--- config.mk ---
export PLATFORM = sky130hd
export DESIGN_NAME = arcsine_arccosine_series
export DESIGN_NICKNAME = d
export VERILOG_FILES = /design/src/asacs_pkg.sv /design/src/asacs_ctrl.sv /design/src/asacs_dp.sv /design/src/arcsine_arccosine_series.sv
export SDC_FILE = /design/constraint.sdc
export NUM_CORES = 2
export LEC_CHECK = 0
export ABC_AREA = 1
export BUFFER_PORTS_ARGS = -buffer_cell sky130_fd_sc_hd__buf_4
export CORE_MARGIN = 2
export CORE_UTILIZATION = 60
export CTS_CLUSTER_DIAMETER = 150
export CTS_CLUSTER_SIZE = 14
export DETAILED_ROUTE_END_ITERATION = 10
export GPL_TIMING_DRIVEN = 0
export PLACE_DENSITY_LB_ADDON = 0.25
export SLEW_MARGIN = 20
export SYNTH_ARGS = -nofsm -noshare
export SYNTH_HDL_FRONTEND = slang
export SYNTH_SLANG_ARGS = --single-unit
--- constraint.sdc ---
create_clock -name clk -period 29.9 [get_ports clk]
set_input_delay 1.495 -clock clk [delete_from_list [all_inputs] [get_ports clk]]
set_output_delay 1.495 -clock clk [all_outputs]
set_load 0.01 [all_outputs]
--- src/asacs_pkg.sv ---
`timescale 1ns / 1ps
// Package for the arcsine/arccosine unit: word types, controller commands,
// status and fixed-point constants. No dependencies.
package asacs_pkg;

	localparam int FRAC_BITS = 30;
	localparam int MAX_TERMS_DEF = 16;
	localparam int DATA_W = 32;
	localparam int STOP_W = 31;
	localparam logic [DATA_W-1:0] HALF_PI = 32'h6487_ED51;
	localparam logic [DATA_W-1:0] ONE_MAG = 32'h4000_0000;
	localparam logic [DATA_W-1:0] HALF_MAG = 32'h2000_0000;

	typedef struct packed {
		logic action;
		logic signed [31:0] x_value;
	} in_t;

	typedef struct packed {
		logic signed [31:0] angle;
		logic invalid;
	} out_t;

	typedef enum logic [1:0] {
		MUL_MM = 2'd0,
		MUL_XX = 2'd1,
		MUL_TX = 2'd2,
		MUL_II = 2'd3
	} mul_sel_t;

	typedef struct packed {
		logic load;
		logic mul_en;
		mul_sel_t mul_sel;
		logic sqrt_init;
		logic sqrt_step;
		logic ser_small;
		logic ser_root;
		logic take_x2;
		logic div_init;
		logic div_step;
		logic acc;
		logic fin;
	} cmd_t;

	typedef struct packed {
		logic invalid;
		logic big;
		logic cnt_last;
		logic more;
	} sts_t;

endpackage

--- src/asacs_ctrl.sv ---
`timescale 1ns / 1ps
// Controller state machine of the arcsine/arccosine unit.
// Depends on asacs_pkg for the command and status structs.
module asacs_ctrl (
	input  logic clk,
	input  logic arst_n,
	input  logic start,
	output logic busy,
	input  asacs_pkg::sts_t sts,
	output asacs_pkg::cmd_t cmd
);

	localparam logic [3:0] S_IDLE = 4'd0;
	localparam logic [3:0] S_CHK  = 4'd1;
	localparam logic [3:0] S_SQ   = 4'd2;
	localparam logic [3:0] S_RT   = 4'd3;
	localparam logic [3:0] S_RTD  = 4'd4;
	localparam logic [3:0] S_X2   = 4'd5;
	localparam logic [3:0] S_X2T  = 4'd6;
	localparam logic [3:0] S_LOOP = 4'd7;
	localparam logic [3:0] S_M2   = 4'd8;
	localparam logic [3:0] S_DI   = 4'd9;
	localparam logic [3:0] S_DV   = 4'd10;
	localparam logic [3:0] S_ACC  = 4'd11;

	logic [3:0] state_q, state_d;

	assign busy = (state_q != S_IDLE);

	always_comb begin
		state_d = state_q;
		cmd = '0;
		cmd.mul_sel = asacs_pkg::MUL_MM;
		case (state_q)
			S_IDLE: begin
				if (start) begin
					cmd.load = 1'b1;
					state_d = S_CHK;
				end
			end
			S_CHK: begin
				if (sts.invalid) begin
					cmd.fin = 1'b1;
					state_d = S_IDLE;
				end else if (sts.big) begin
					cmd.mul_en = 1'b1;
					cmd.mul_sel = asacs_pkg::MUL_MM;
					state_d = S_SQ;
				end else begin
					cmd.ser_small = 1'b1;
					state_d = S_X2;
				end
			end
			S_SQ: begin
				cmd.sqrt_init = 1'b1;
				state_d = S_RT;
			end
			S_RT: begin
				cmd.sqrt_step = 1'b1;
				if (sts.cnt_last) state_d = S_RTD;
			end
			S_RTD: begin
				cmd.ser_root = 1'b1;
				state_d = S_X2;
			end
			S_X2: begin
				cmd.mul_en = 1'b1;
				cmd.mul_sel = asacs_pkg::MUL_XX;
				state_d = S_X2T;
			end
			S_X2T: begin
				cmd.take_x2 = 1'b1;
				state_d = S_LOOP;
			end
			S_LOOP: begin
				if (sts.more) begin
					cmd.mul_en = 1'b1;
					cmd.mul_sel = asacs_pkg::MUL_TX;
					state_d = S_M2;
				end else begin
					cmd.fin = 1'b1;
					state_d = S_IDLE;
				end
			end
			S_M2: begin
				cmd.mul_en = 1'b1;
				cmd.mul_sel = asacs_pkg::MUL_II;
				state_d = S_DI;
			end
			S_DI: begin
				cmd.div_init = 1'b1;
				state_d = S_DV;
			end
			S_DV: begin
				cmd.div_step = 1'b1;
				if (sts.cnt_last) state_d = S_ACC;
			end
			S_ACC: begin
				cmd.acc = 1'b1;
				state_d = S_LOOP;
			end
			default: begin
				state_d = S_IDLE;
			end
		endcase
	end

	always_ff @(posedge clk or negedge arst_n) begin
		if (!arst_n) begin
			state_q <= S_IDLE;
		end else begin
			state_q <= state_d;
		end
	end

endmodule

--- src/asacs_dp.sv ---
`timescale 1ns / 1ps
// Datapath of the arcsine/arccosine unit: shared multiplier, square-root and
// division recurrences, series accumulator and output rounding.
// Depends on asacs_pkg.
module asacs_dp #(
	parameter int MAX_TERMS = asacs_pkg::MAX_TERMS_DEF
) (
	input  logic clk,
	input  logic arst_n,
	input  asacs_pkg::in_t item,
	input  logic [asacs_pkg::STOP_W-1:0] term_stop,
	input  asacs_pkg::cmd_t cmd,
	output asacs_pkg::sts_t sts,
	output logic done,
	output asacs_pkg::out_t result
);

	localparam int I_W = $clog2(2 * MAX_TERMS + 2);
	localparam int C_W = 2 * I_W;
	localparam int N_W = $clog2(MAX_TERMS + 1);
	localparam int P_W = 32 + C_W;
	localparam int F = asacs_pkg::FRAC_BITS;

	logic neg_q, act_q, inv_q, big_q;
	logic [31:0] m_q, x_q, x2_q, t_q, q_q;
	logic [32:0] s_q;
	logic [63:0] prod_q;
	logic [P_W-1:0] p_q;
	logic [C_W:0] drem_q;
	logic [61:0] rad_q;
	logic [34:0] srem_q;
	logic [30:0] root_q;
	logic [4:0] cnt_q;
	logic [I_W-1:0] i_q;
	logic [N_W-1:0] n_q;
	logic done_q;
	asacs_pkg::out_t res_q;

	logic [32:0] raw_mag;
	logic [31:0] mul_a, mul_b;
	logic [63:0] mul_p;
	logic [C_W-1:0] ii, cdiv;
	logic [I_W:0] i_p1, i_p2;
	logic [34:0] s_trial, s_shift;
	logic [C_W:0] d_shift;
	logic signed [34:0] a_val, ang;
	logic [34:0] amag, omag;

	assign raw_mag = item.x_value[31] ? (33'h1_0000_0000 - {1'b0, item.x_value})
		: {1'b0, item.x_value};

	assign ii = C_W'(i_q) * C_W'(i_q);
	assign i_p1 = {1'b0, i_q} + 1'b1;
	assign i_p2 = {1'b0, i_q} + 2'd2;
	assign cdiv = C_W'(i_p1) * C_W'(i_p2);

	always_comb begin
		case (cmd.mul_sel)
			asacs_pkg::MUL_MM: begin
				mul_a = m_q;
				mul_b = m_q;
			end
			asacs_pkg::MUL_XX: begin
				mul_a = x_q;
				mul_b = x_q;
			end
			asacs_pkg::MUL_TX: begin
				mul_a = t_q;
				mul_b = x2_q;
			end
			default: begin
				mul_a = prod_q[F+31:F];
				mul_b = 32'(ii);
			end
		endcase
	end

	assign mul_p = {32'b0, mul_a} * {32'b0, mul_b};

	assign s_shift = {srem_q[32:0], rad_q[61:60]};
	assign s_trial = {2'b0, root_q, 2'b01};
	assign d_shift = {drem_q[C_W-1:0], p_q[31]};

	assign sts.invalid = inv_q;
	assign sts.big = big_q;
	assign sts.cnt_last = (cnt_q == 5'd31) || (cmd.sqrt_step && cnt_q == 5'd30);
	assign sts.more = (n_q < N_W'(MAX_TERMS)) && (t_q > {1'b0, term_stop});

	always_comb begin
		a_val = big_q ? (35'(asacs_pkg::HALF_PI) - 35'(s_q)) : 35'(s_q);
		ang = neg_q ? -a_val : a_val;
		if (act_q) ang = 35'(asacs_pkg::HALF_PI) - ang;
		amag = ang[34] ? 35'(-ang) : 35'(ang);
		omag = (amag + 35'd1) >> 1;
	end

	always_ff @(posedge clk) begin
		if (cmd.load) begin
			neg_q <= item.x_value[31];
			act_q <= item.action;
			inv_q <= raw_mag > 33'(asacs_pkg::ONE_MAG);
			big_q <= raw_mag > 33'(asacs_pkg::HALF_MAG);
			m_q <= raw_mag[31:0];
		end
		if (cmd.mul_en) begin
			if (cmd.mul_sel == asacs_pkg::MUL_II) begin
				p_q <= mul_p[P_W-1:0];
			end else begin
				prod_q <= mul_p;
			end
		end
		if (cmd.sqrt_init) begin
			rad_q <= {(asacs_pkg::ONE_MAG - prod_q[F+31:F]), 30'b0};
			srem_q <= '0;
			root_q <= '0;
			cnt_q <= '0;
		end
		if (cmd.sqrt_step) begin
			rad_q <= {rad_q[59:0], 2'b00};
			cnt_q <= cnt_q + 5'd1;
			if (s_shift >= s_trial) begin
				srem_q <= s_shift - s_trial;
				root_q <= {root_q[29:0], 1'b1};
			end else begin
				srem_q <= s_shift;
				root_q <= {root_q[29:0], 1'b0};
			end
		end
		if (cmd.ser_small || cmd.ser_root) begin
			x_q <= cmd.ser_root ? {1'b0, root_q} : m_q;
			t_q <= cmd.ser_root ? {1'b0, root_q} : m_q;
			s_q <= cmd.ser_root ? {2'b0, root_q} : {1'b0, m_q};
			i_q <= I_W'(1);
			n_q <= N_W'(1);
		end
		if (cmd.take_x2) x2_q <= prod_q[F+31:F];
		if (cmd.div_init) begin
			drem_q <= {1'b0, p_q[P_W-1:32]};
			cnt_q <= '0;
		end
		if (cmd.div_step) begin
			p_q <= {p_q[P_W-2:0], 1'b0};
			cnt_q <= cnt_q + 5'd1;
			if (d_shift >= {1'b0, cdiv}) begin
				drem_q <= d_shift - {1'b0, cdiv};
				q_q <= {q_q[30:0], 1'b1};
			end else begin
				drem_q <= d_shift;
				q_q <= {q_q[30:0], 1'b0};
			end
		end
		if (cmd.acc) begin
			t_q <= q_q;
			s_q <= s_q + {1'b0, q_q};
			i_q <= i_q + I_W'(2);
			n_q <= n_q + N_W'(1);
		end
		if (cmd.fin) begin
			if (inv_q) begin
				res_q.angle <= '0;
				res_q.invalid <= 1'b1;
			end else begin
				res_q.invalid <= 1'b0;
				if (ang[34]) begin
					res_q.angle <= (omag > 35'h0_8000_0000) ? 32'h8000_0000
						: 32'(35'h1_0000_0000 - omag);
				end else begin
					res_q.angle <= (omag > 35'h0_7FFF_FFFF) ? 32'h7FFF_FFFF
						: omag[31:0];
				end
			end
		end
	end

	always_ff @(posedge clk or negedge arst_n) begin
		if (!arst_n) begin
			done_q <= 1'b0;
		end else begin
			done_q <= cmd.fin;
		end
	end

	assign done = done_q;
	assign result = res_q;

endmodule

--- src/arcsine_arccosine_series.sv ---
`timescale 1ns / 1ps
// Invalid arguments finish without the series; large |x| adds a bitwise square root
// (one digit per cycle) ahead of the series.
// The 32-step divider of each term update sets most of the cost.
// One word at a time: busy stays high until the result strobe is issued.
// Reset clears the controller, the strobe, and term_stop to one.
module arcsine_arccosine_series #(
	parameter int MAX_TERMS = asacs_pkg::MAX_TERMS_DEF
) (
	input  logic clk,
	input  logic arst_n,
	input  logic start,
	output logic busy,
	input  asacs_pkg::in_t item,
	output logic done,
	output asacs_pkg::out_t result,
	input  logic psel,
	input  logic penable,
	input  logic pwrite,
	input  logic [2:0] paddr,
	input  logic [31:0] pwdata,
	output logic [31:0] prdata,
	output logic pready
);

	logic [asacs_pkg::STOP_W-1:0] term_stop_q;
	asacs_pkg::cmd_t cmd;
	asacs_pkg::sts_t sts;

	assign pready = 1'b1;
	assign prdata = paddr[2] ? 32'd0 : {1'b0, term_stop_q};

	always_ff @(posedge clk or negedge arst_n) begin
		if (!arst_n) begin
			term_stop_q <= 31'd1;
		end else if (psel && penable && pwrite && !paddr[2]) begin
			term_stop_q <= pwdata[30:0];
		end
	end

	asacs_ctrl u_ctrl (
		.clk(clk),
		.arst_n(arst_n),
		.start(start),
		.busy(busy),
		.sts(sts),
		.cmd(cmd)
	);

	asacs_dp #(.MAX_TERMS(MAX_TERMS)) u_dp (
		.clk(clk),
		.arst_n(arst_n),
		.item(item),
		.term_stop(term_stop_q),
		.cmd(cmd),
		.sts(sts),
		.done(done),
		.result(result)
	);

endmodule

# Word level (Yosys, flattened, before mapping)
# Index checks and enable logic that the tools add are counted.
# totals
regBits	496
latchBits	0
ram_bits	0
rom_bits	0
inputBits	74
out_inout_bits	68
word_cells	162
memories	0
# op_classes
n_addsub	16
n_mul	3
div_mod_pow	0
magnitude_cmp	8
n_eq_ne	19
shifts	0
n_mux	67
n_bitwise	1
n_reduce_logical	22
# ops
cell	count
$mux W32	7
$mux W33	6
$pmux W32 S3	2
$mux W35	4
$mux W44	3
$mux W62	2
$mux W31	3
$neg A35 Y35	2
$mul A32 B32 Y62	1
$pmux W4 S11	1
$mux W12	3
$add A35 B1 Y35 const B	1
$ge A35 B33 Y1	1
$sub A31 B35 Y35 const A	1
$gt A34 B31 Y1 const B	1
$gt A34 B32 Y1 const B	1
$sub A31 B33 Y34 const A	1
$add A33 B32 Y33	1
$gt A33 B30 Y1 const B	1
$gt A33 B31 Y1 const B	1
$sub A33 B32 Y33 const A	1
$sub A33 B33 Y33	1
$gt A32 B31 Y1	1
$sub A1 B32 Y32 const A	1
other kinds (36)	89

# Longest topological paths before layout
# depth
ltp_word	12
mapped_depth	64
depth_no_buf	62

# Hierarchy
# From an unflattened synthesis, not the netlist that was laid out.
# hier_totals
cells_unflattened	8250
hier_area_um2	65208.8
# modules_own_cells
module	instances	cells_each	area_per_inst_um2	seq_area_each_um2
asacs_dp	1	7971	63289.4	12897.4
arcsine_arccosine_series	1	207	1496.4	777.0
asacs_ctrl	1	72	422.9	100.1

# Worst setup path after synthesis
# No wires, ideal clock.
# synth_path
kind	register -> register
startpoint	reg u_dp.t_q[27]
endpoint	reg u_dp.prod_q[59], data pin
setup_ns	0.265
arrival_ns	11.237
required_ns	29.635
path_slack_ns	18.398
path_stages_with_launch	56
path_buffers	1
period_less_slack_ns	11.502
path_cell_list	edfxtp_1 -> ha_1 -> nand2_1 -> inv_1 -> nand2_1 -> or3_1 -> nor4_1 -> nand2_1 -> o211ai_1 -> nand3_1 -> nor3_1 -> inv_2 -> clkbuf_1 -> a32o_1 -> a21oi_1 -> nor2_1 -> a21oi_1 -> clkinv_1 -> [... 20 more ...] -> o21ai_0 -> o21ai_0 -> o21ai_0 -> nand3_1 -> nand2_1 -> nand3_1 -> nand2_1 -> a21oi_1 -> inv_1 -> nand2_1 -> nand2_1 -> a21oi_1 -> o21ai_0 -> a21oi_1 -> o31ai_1 -> a31oi_1 -> o21ai_0 -> xor2_1
# synth_between
elab_chain_len	7
elab_cells_between_ends	10
classes_between	mul: 1; order compare: 1; eq/ne: 2; mux: 4; reduce/logical: 2
# synth_lines
item	line	rtl
start, declared	asacs_dp.sv:25	logic [31:0] m_q, x_q, x2_q, t_q, q_q;
start signal, assigned	asacs_dp.sv:131	t_q <= cmd.ser_root ? {1'b0, root_q} : m_q;
start signal, assigned	asacs_dp.sv:153	t_q <= q_q;
$gt A32 B31 Y1	asacs_dp.sv:87	assign sts.more = (n_q < N_W'(MAX_TERMS)) && (t_q > {1'b0, term_stop});
$logic_and A1 B1 Y1	asacs_dp.sv:87	
$mux W3	asacs_ctrl.sv:76	if (sts.more) begin
$pmux W3 S4	asacs_ctrl.sv:34	case (state_q)
$eq A2 B2 Y1, or another cell as far along	asacs_dp.sv:58	case (cmd.mul_sel)
$pmux W32 S3	asacs_dp.sv:58	
$mul A32 B32 Y62 *	asacs_dp.sv:78	assign mul_p = {32'b0, mul_a} * {32'b0, mul_b};
via u_dp.mul_p[59]	asacs_dp.sv:41	logic [63:0] mul_p;
end signal, assigned	asacs_dp.sv:109	prod_q <= mul_p;
end, declared	asacs_dp.sv:27	logic [63:0] prod_q;
# The timed path passes the listed nets; every way through them passes the cells marked *.
# A chain may end at the register's enable or synchronous reset.

# Final worst setup path
# layout_path
startpoint	reg u_dp.t_q[27]
endpoint	reg u_dp.prod_q[60], data pin
# The elaborated chain is that of the path after synthesis.

==> metrics.md <==
| Metric | Value |
|---|---|
| Status | `completed` |
| Gates resized, CTS repair | `0` |
| Initial antenna violation count | `35` |
| Clk pin slew, worst setup/hold paths | `0.07 ns` |
| Critical path class | `flop to flop` |
| Largest incremental delay on the critical path | `0.94 ns` |
| Area delta synth->final | `7.448%` |
| Gp weighted congestion | `1.088` |
| First-pass GRT wire length | `382900 um` |
| Total routing resource utilization after global routing | `48.59%` |
| Number of clock buffers inserted by TritonCTS | `41` |
| Number of nets with antenna violations after routing | `0` |
| Count of yosys warnings during synthesis | `0` |
| Number of hold buffers added after CTS | `0` |
| Critical Path Source Type | `flop` |
| Depth of the worst register-to-register path | `52` |
| Post-layout minimum cycle time | `17.94 ns` |
| Clock tree from TritonCTS | `yes` |
| Post-DR vias/cell | `6.085` |
| Total gr overflow | `0` |
| Number of H-tree levels | `2` |
| Share of the cycle needed by the critical path after routing | `60.01%` |
| Row count | `120` |
| Count of distinct cell types in the synthesized netlist | `67` |
| RR Startpoint | `u_dp.t_q[27]$_DFFE_PP_` |
| Setup slack of the most critical reg-to-reg path | `11.96 ns` |
| Most used cells in the layout excluding fill and tap cells | `sky130_fd_sc_hd__nand2_1 (1779), sky130_fd_sc_hd__inv_1 (1586), sky130_fd_sc_hd__fa_1 (913)` |
| I/O Buffers | `136` |
| Horiz. Die Dim | `332.1 um` |
| Category of the worst setup path capture point | `flop` |
| Data required, critical path | `30.28 ns` |
| Leading register cell type out of synthesis | `sky130_fd_sc_hd__edfxtp_1` |
| Nets | `9621` |
| Crit path max-delay cell type | `sky130_fd_sc_hd__nor2_1` |
| Arrival time of data at the critical path endpoint | `18.32 ns` |
| Via count of the first global-routing pass | `56880` |
| Number of synthesized register bits | `465` |
| Post-detailed-route wirelength per cell | `27.69 um` |
| Via Count | `58830` |
| Final hold vios | `0` |
| Endpoint of the worst setup timing path | `u_dp.prod_q[60]$_DFFE_PP_` |
| Post-synthesis instance total | `8016` |
| Root buf cell | `sky130_fd_sc_hd__clkbuf_16` |
| Ports | `142` |
| Slew HR | `9.684%` |
| Wire length reported by the detailed router | `267700 um` |
| Maximum frequency from static timing analysis | `55.73 MHz` |
| Async S/R FF share, synth | `7.742%` |
| First DRT Iteration DRCs | `7655` |
| Setup TNS | `0 ns` |
| Start point of the worst min-delay path | `u_dp.prod_q[57]$_DFFE_PP_` |
| Iteration count of the initial detailed-routing pass | `10` |
| Area of the mapped netlist | `64590 um2` |
| RSZ-0062 raised after global routing | `no` |
| Worst-case clock skew | `0.05619 ns` |
| Slew Viols, Final | `0` |
| Slew @ Worst Pin | `1.350 ns` |
| Clock sink count | `465` |
| Vertical die dimension | `332.1 um` |
| Overall die area | `110300 um2` |
| First element of the critical path | `u_dp.t_q[27]$_DFFE_PP_` |
| Proportion of synthesized chip area in sequential cells | `21.33%` |
| Leading cell type in the layout, fill and taps excluded | `sky130_fd_sc_hd__nand2_1` |
| DRC errors left | `0` |
| Max clock buf depth | `3` |
| Number of buffers inserted to repair setup after CTS | `0` |
| Insertion delay to the later sink of the worst-skew pair | `0.67 ns` |
| Reg-to-Reg End | `u_dp.prod_q[60]$_DFFE_PP_` |
| Setup violations, final | `0` |
| Maximum Capacitance Violations | `0` |
| Maximum net fanout on the critical path | `10` |
| Ratio of cells with drive above 1 in the final layout | `6.315%` |
| Dominant cell type by count on the critical path | `sky130_fd_sc_hd__nand2_1` |
| Worst hold path class | `flop to flop` |
| Starting density of the core | `60.42%` |
| Core area | `106900 um2` |
| Mean instance size in the synthesized netlist | `8.058 um2` |
| Maximum number of pins on one net before global-route repair | `44` |
| Detailed placement HPWL | `221300 um` |
| Post-synth EDFFs | `428` |
==> sequential cells by signal, summed over array words and instances (netlist names), 33 cells and up <==
register,cells
u_dp.p_q,44
u_dp.result,33
u_dp.s_q,33
u_dp.srem_q,33
==> metal layers <==
metal	global-route usage [%]	share of wire, %	up-vias
met2	64.53	38	4295
met4	33.28	8.8	50
li1	-	-	25080
met1	61.31	36	28310
met5	1.520	0.24	-
met3	24.36	17	1096
==> through the flow <==
stage / hold slack [ns] / area (um2) / setup slack, ns / utilization [%] / cells
after floorplan: 0.4216 / 64590 / 18.40 / - / 8017
after global placement: 0.4314 / 67370 / 11.50 / 63.02 / 9556
after detailed placement: 0.4493 / 68130 / 13.12 / 63.73 / 9589
after CTS: 0.4590 / 69330 / 12.96 / 64.85 / 9653
after global routing: 0.4739 / 69370 / 11.86 / 64.89 / 9656
final: 0.4596 / 69400 / 11.96 / 64.92 / 9668
==> synthesized netlist by cell type, types with 20 or more instances <==
library cell | count | area share [%]
sky130_fd_sc_hd__a21oi_1 | 359 | 2.8
sky130_fd_sc_hd__a32o_1 | 31 | 0.48
sky130_fd_sc_hd__buf_1 | 20 | 0.12
sky130_fd_sc_hd__clkbuf_1 | 220 | 1.3
sky130_fd_sc_hd__dfrtp_1 | 35 | 1.4
sky130_fd_sc_hd__edfxtp_1 | 428 | 20
sky130_fd_sc_hd__fa_1 | 913 | 28
sky130_fd_sc_hd__ha_1 | 405 | 7.8
sky130_fd_sc_hd__inv_1 | 1586 | 9.2
sky130_fd_sc_hd__inv_2 | 28 | 0.16
sky130_fd_sc_hd__nand2_1 | 1781 | 10
sky130_fd_sc_hd__nand2_2 | 52 | 0.50
sky130_fd_sc_hd__nand3_1 | 270 | 2.1
sky130_fd_sc_hd__nand3b_1 | 27 | 0.31
sky130_fd_sc_hd__nand4_1 | 74 | 0.72
sky130_fd_sc_hd__nor2_1 | 918 | 5.3
sky130_fd_sc_hd__nor2_2 | 42 | 0.41
sky130_fd_sc_hd__nor3_1 | 39 | 0.30
sky130_fd_sc_hd__o21ai_0 | 298 | 2.3
sky130_fd_sc_hd__o31ai_1 | 22 | 0.26
sky130_fd_sc_hd__or2_2 | 22 | 0.21
sky130_fd_sc_hd__xnor2_1 | 76 | 1.0
sky130_fd_sc_hd__xor2_1 | 146 | 2.0
==> critical path: cells and delay by family, from the launching register on <==
kind / cells / cell delay (ns)
AND/OR/NAND/NOR: 20 / 5.23
adder cells (fa/ha/maj): 9 / 4.58
AO/OA/AOI/OAI: 10 / 3.37
buffers and inverters: 12 / 3.33
flip-flops: 1 / 0.68
XOR/XNOR: 1 / 0.40
==> cell families after synthesis <==
group | synth area share (%)
AOI/OAI and AO/OA | 6.918
adders and majority gates | 36.14
DFF | 21.33
buffers and inverters | 11.20
and+or+nand+nor | 21.32
other | 0.01163
xor gates and xnor gates | 3.086
==> how the worst min path moves through the flow <==
stage,to,slack (ns),cells after the start
2_1_floorplan,u_dp.p_q[0]$_SDFFE_PP0P_,0.42,2
3_3_place_gp,u_dp.p_q[0]$_SDFFE_PP0P_,0.43,2
3_5_place_dp,u_dp.x2_q[3]$_DFFE_PP_,0.45,0
4_1_cts,u_dp.x2_q[27]$_DFFE_PP_,0.46,0
5_1_grt,u_dp.x2_q[3]$_DFFE_PP_,0.47,0
6_report,u_dp.x2_q[27]$_DFFE_PP_,0.46,0
==> cell type report <==
| class | instances | area [um2] |
|---|---|---|
| sequential | 465 | 13770 |
| fill | 9255 | 37500 |
| antenna | 15 | 37.54 |
| buffer | 269 | 1147 |
| tap | 1403 | 1755 |
| inverter | 1629 | 6115 |
| timing repair buffer | 169 | 1531 |
| multi-input combinational | 5654 | 43840 |
| clock buffer | 57 | 1086 |
| clock inverter | 7 | 115.1 |
Power is left out: the tool's default activity adds up to more than one toggle a clock period on the data nets, which glitch-free logic cannot reach.
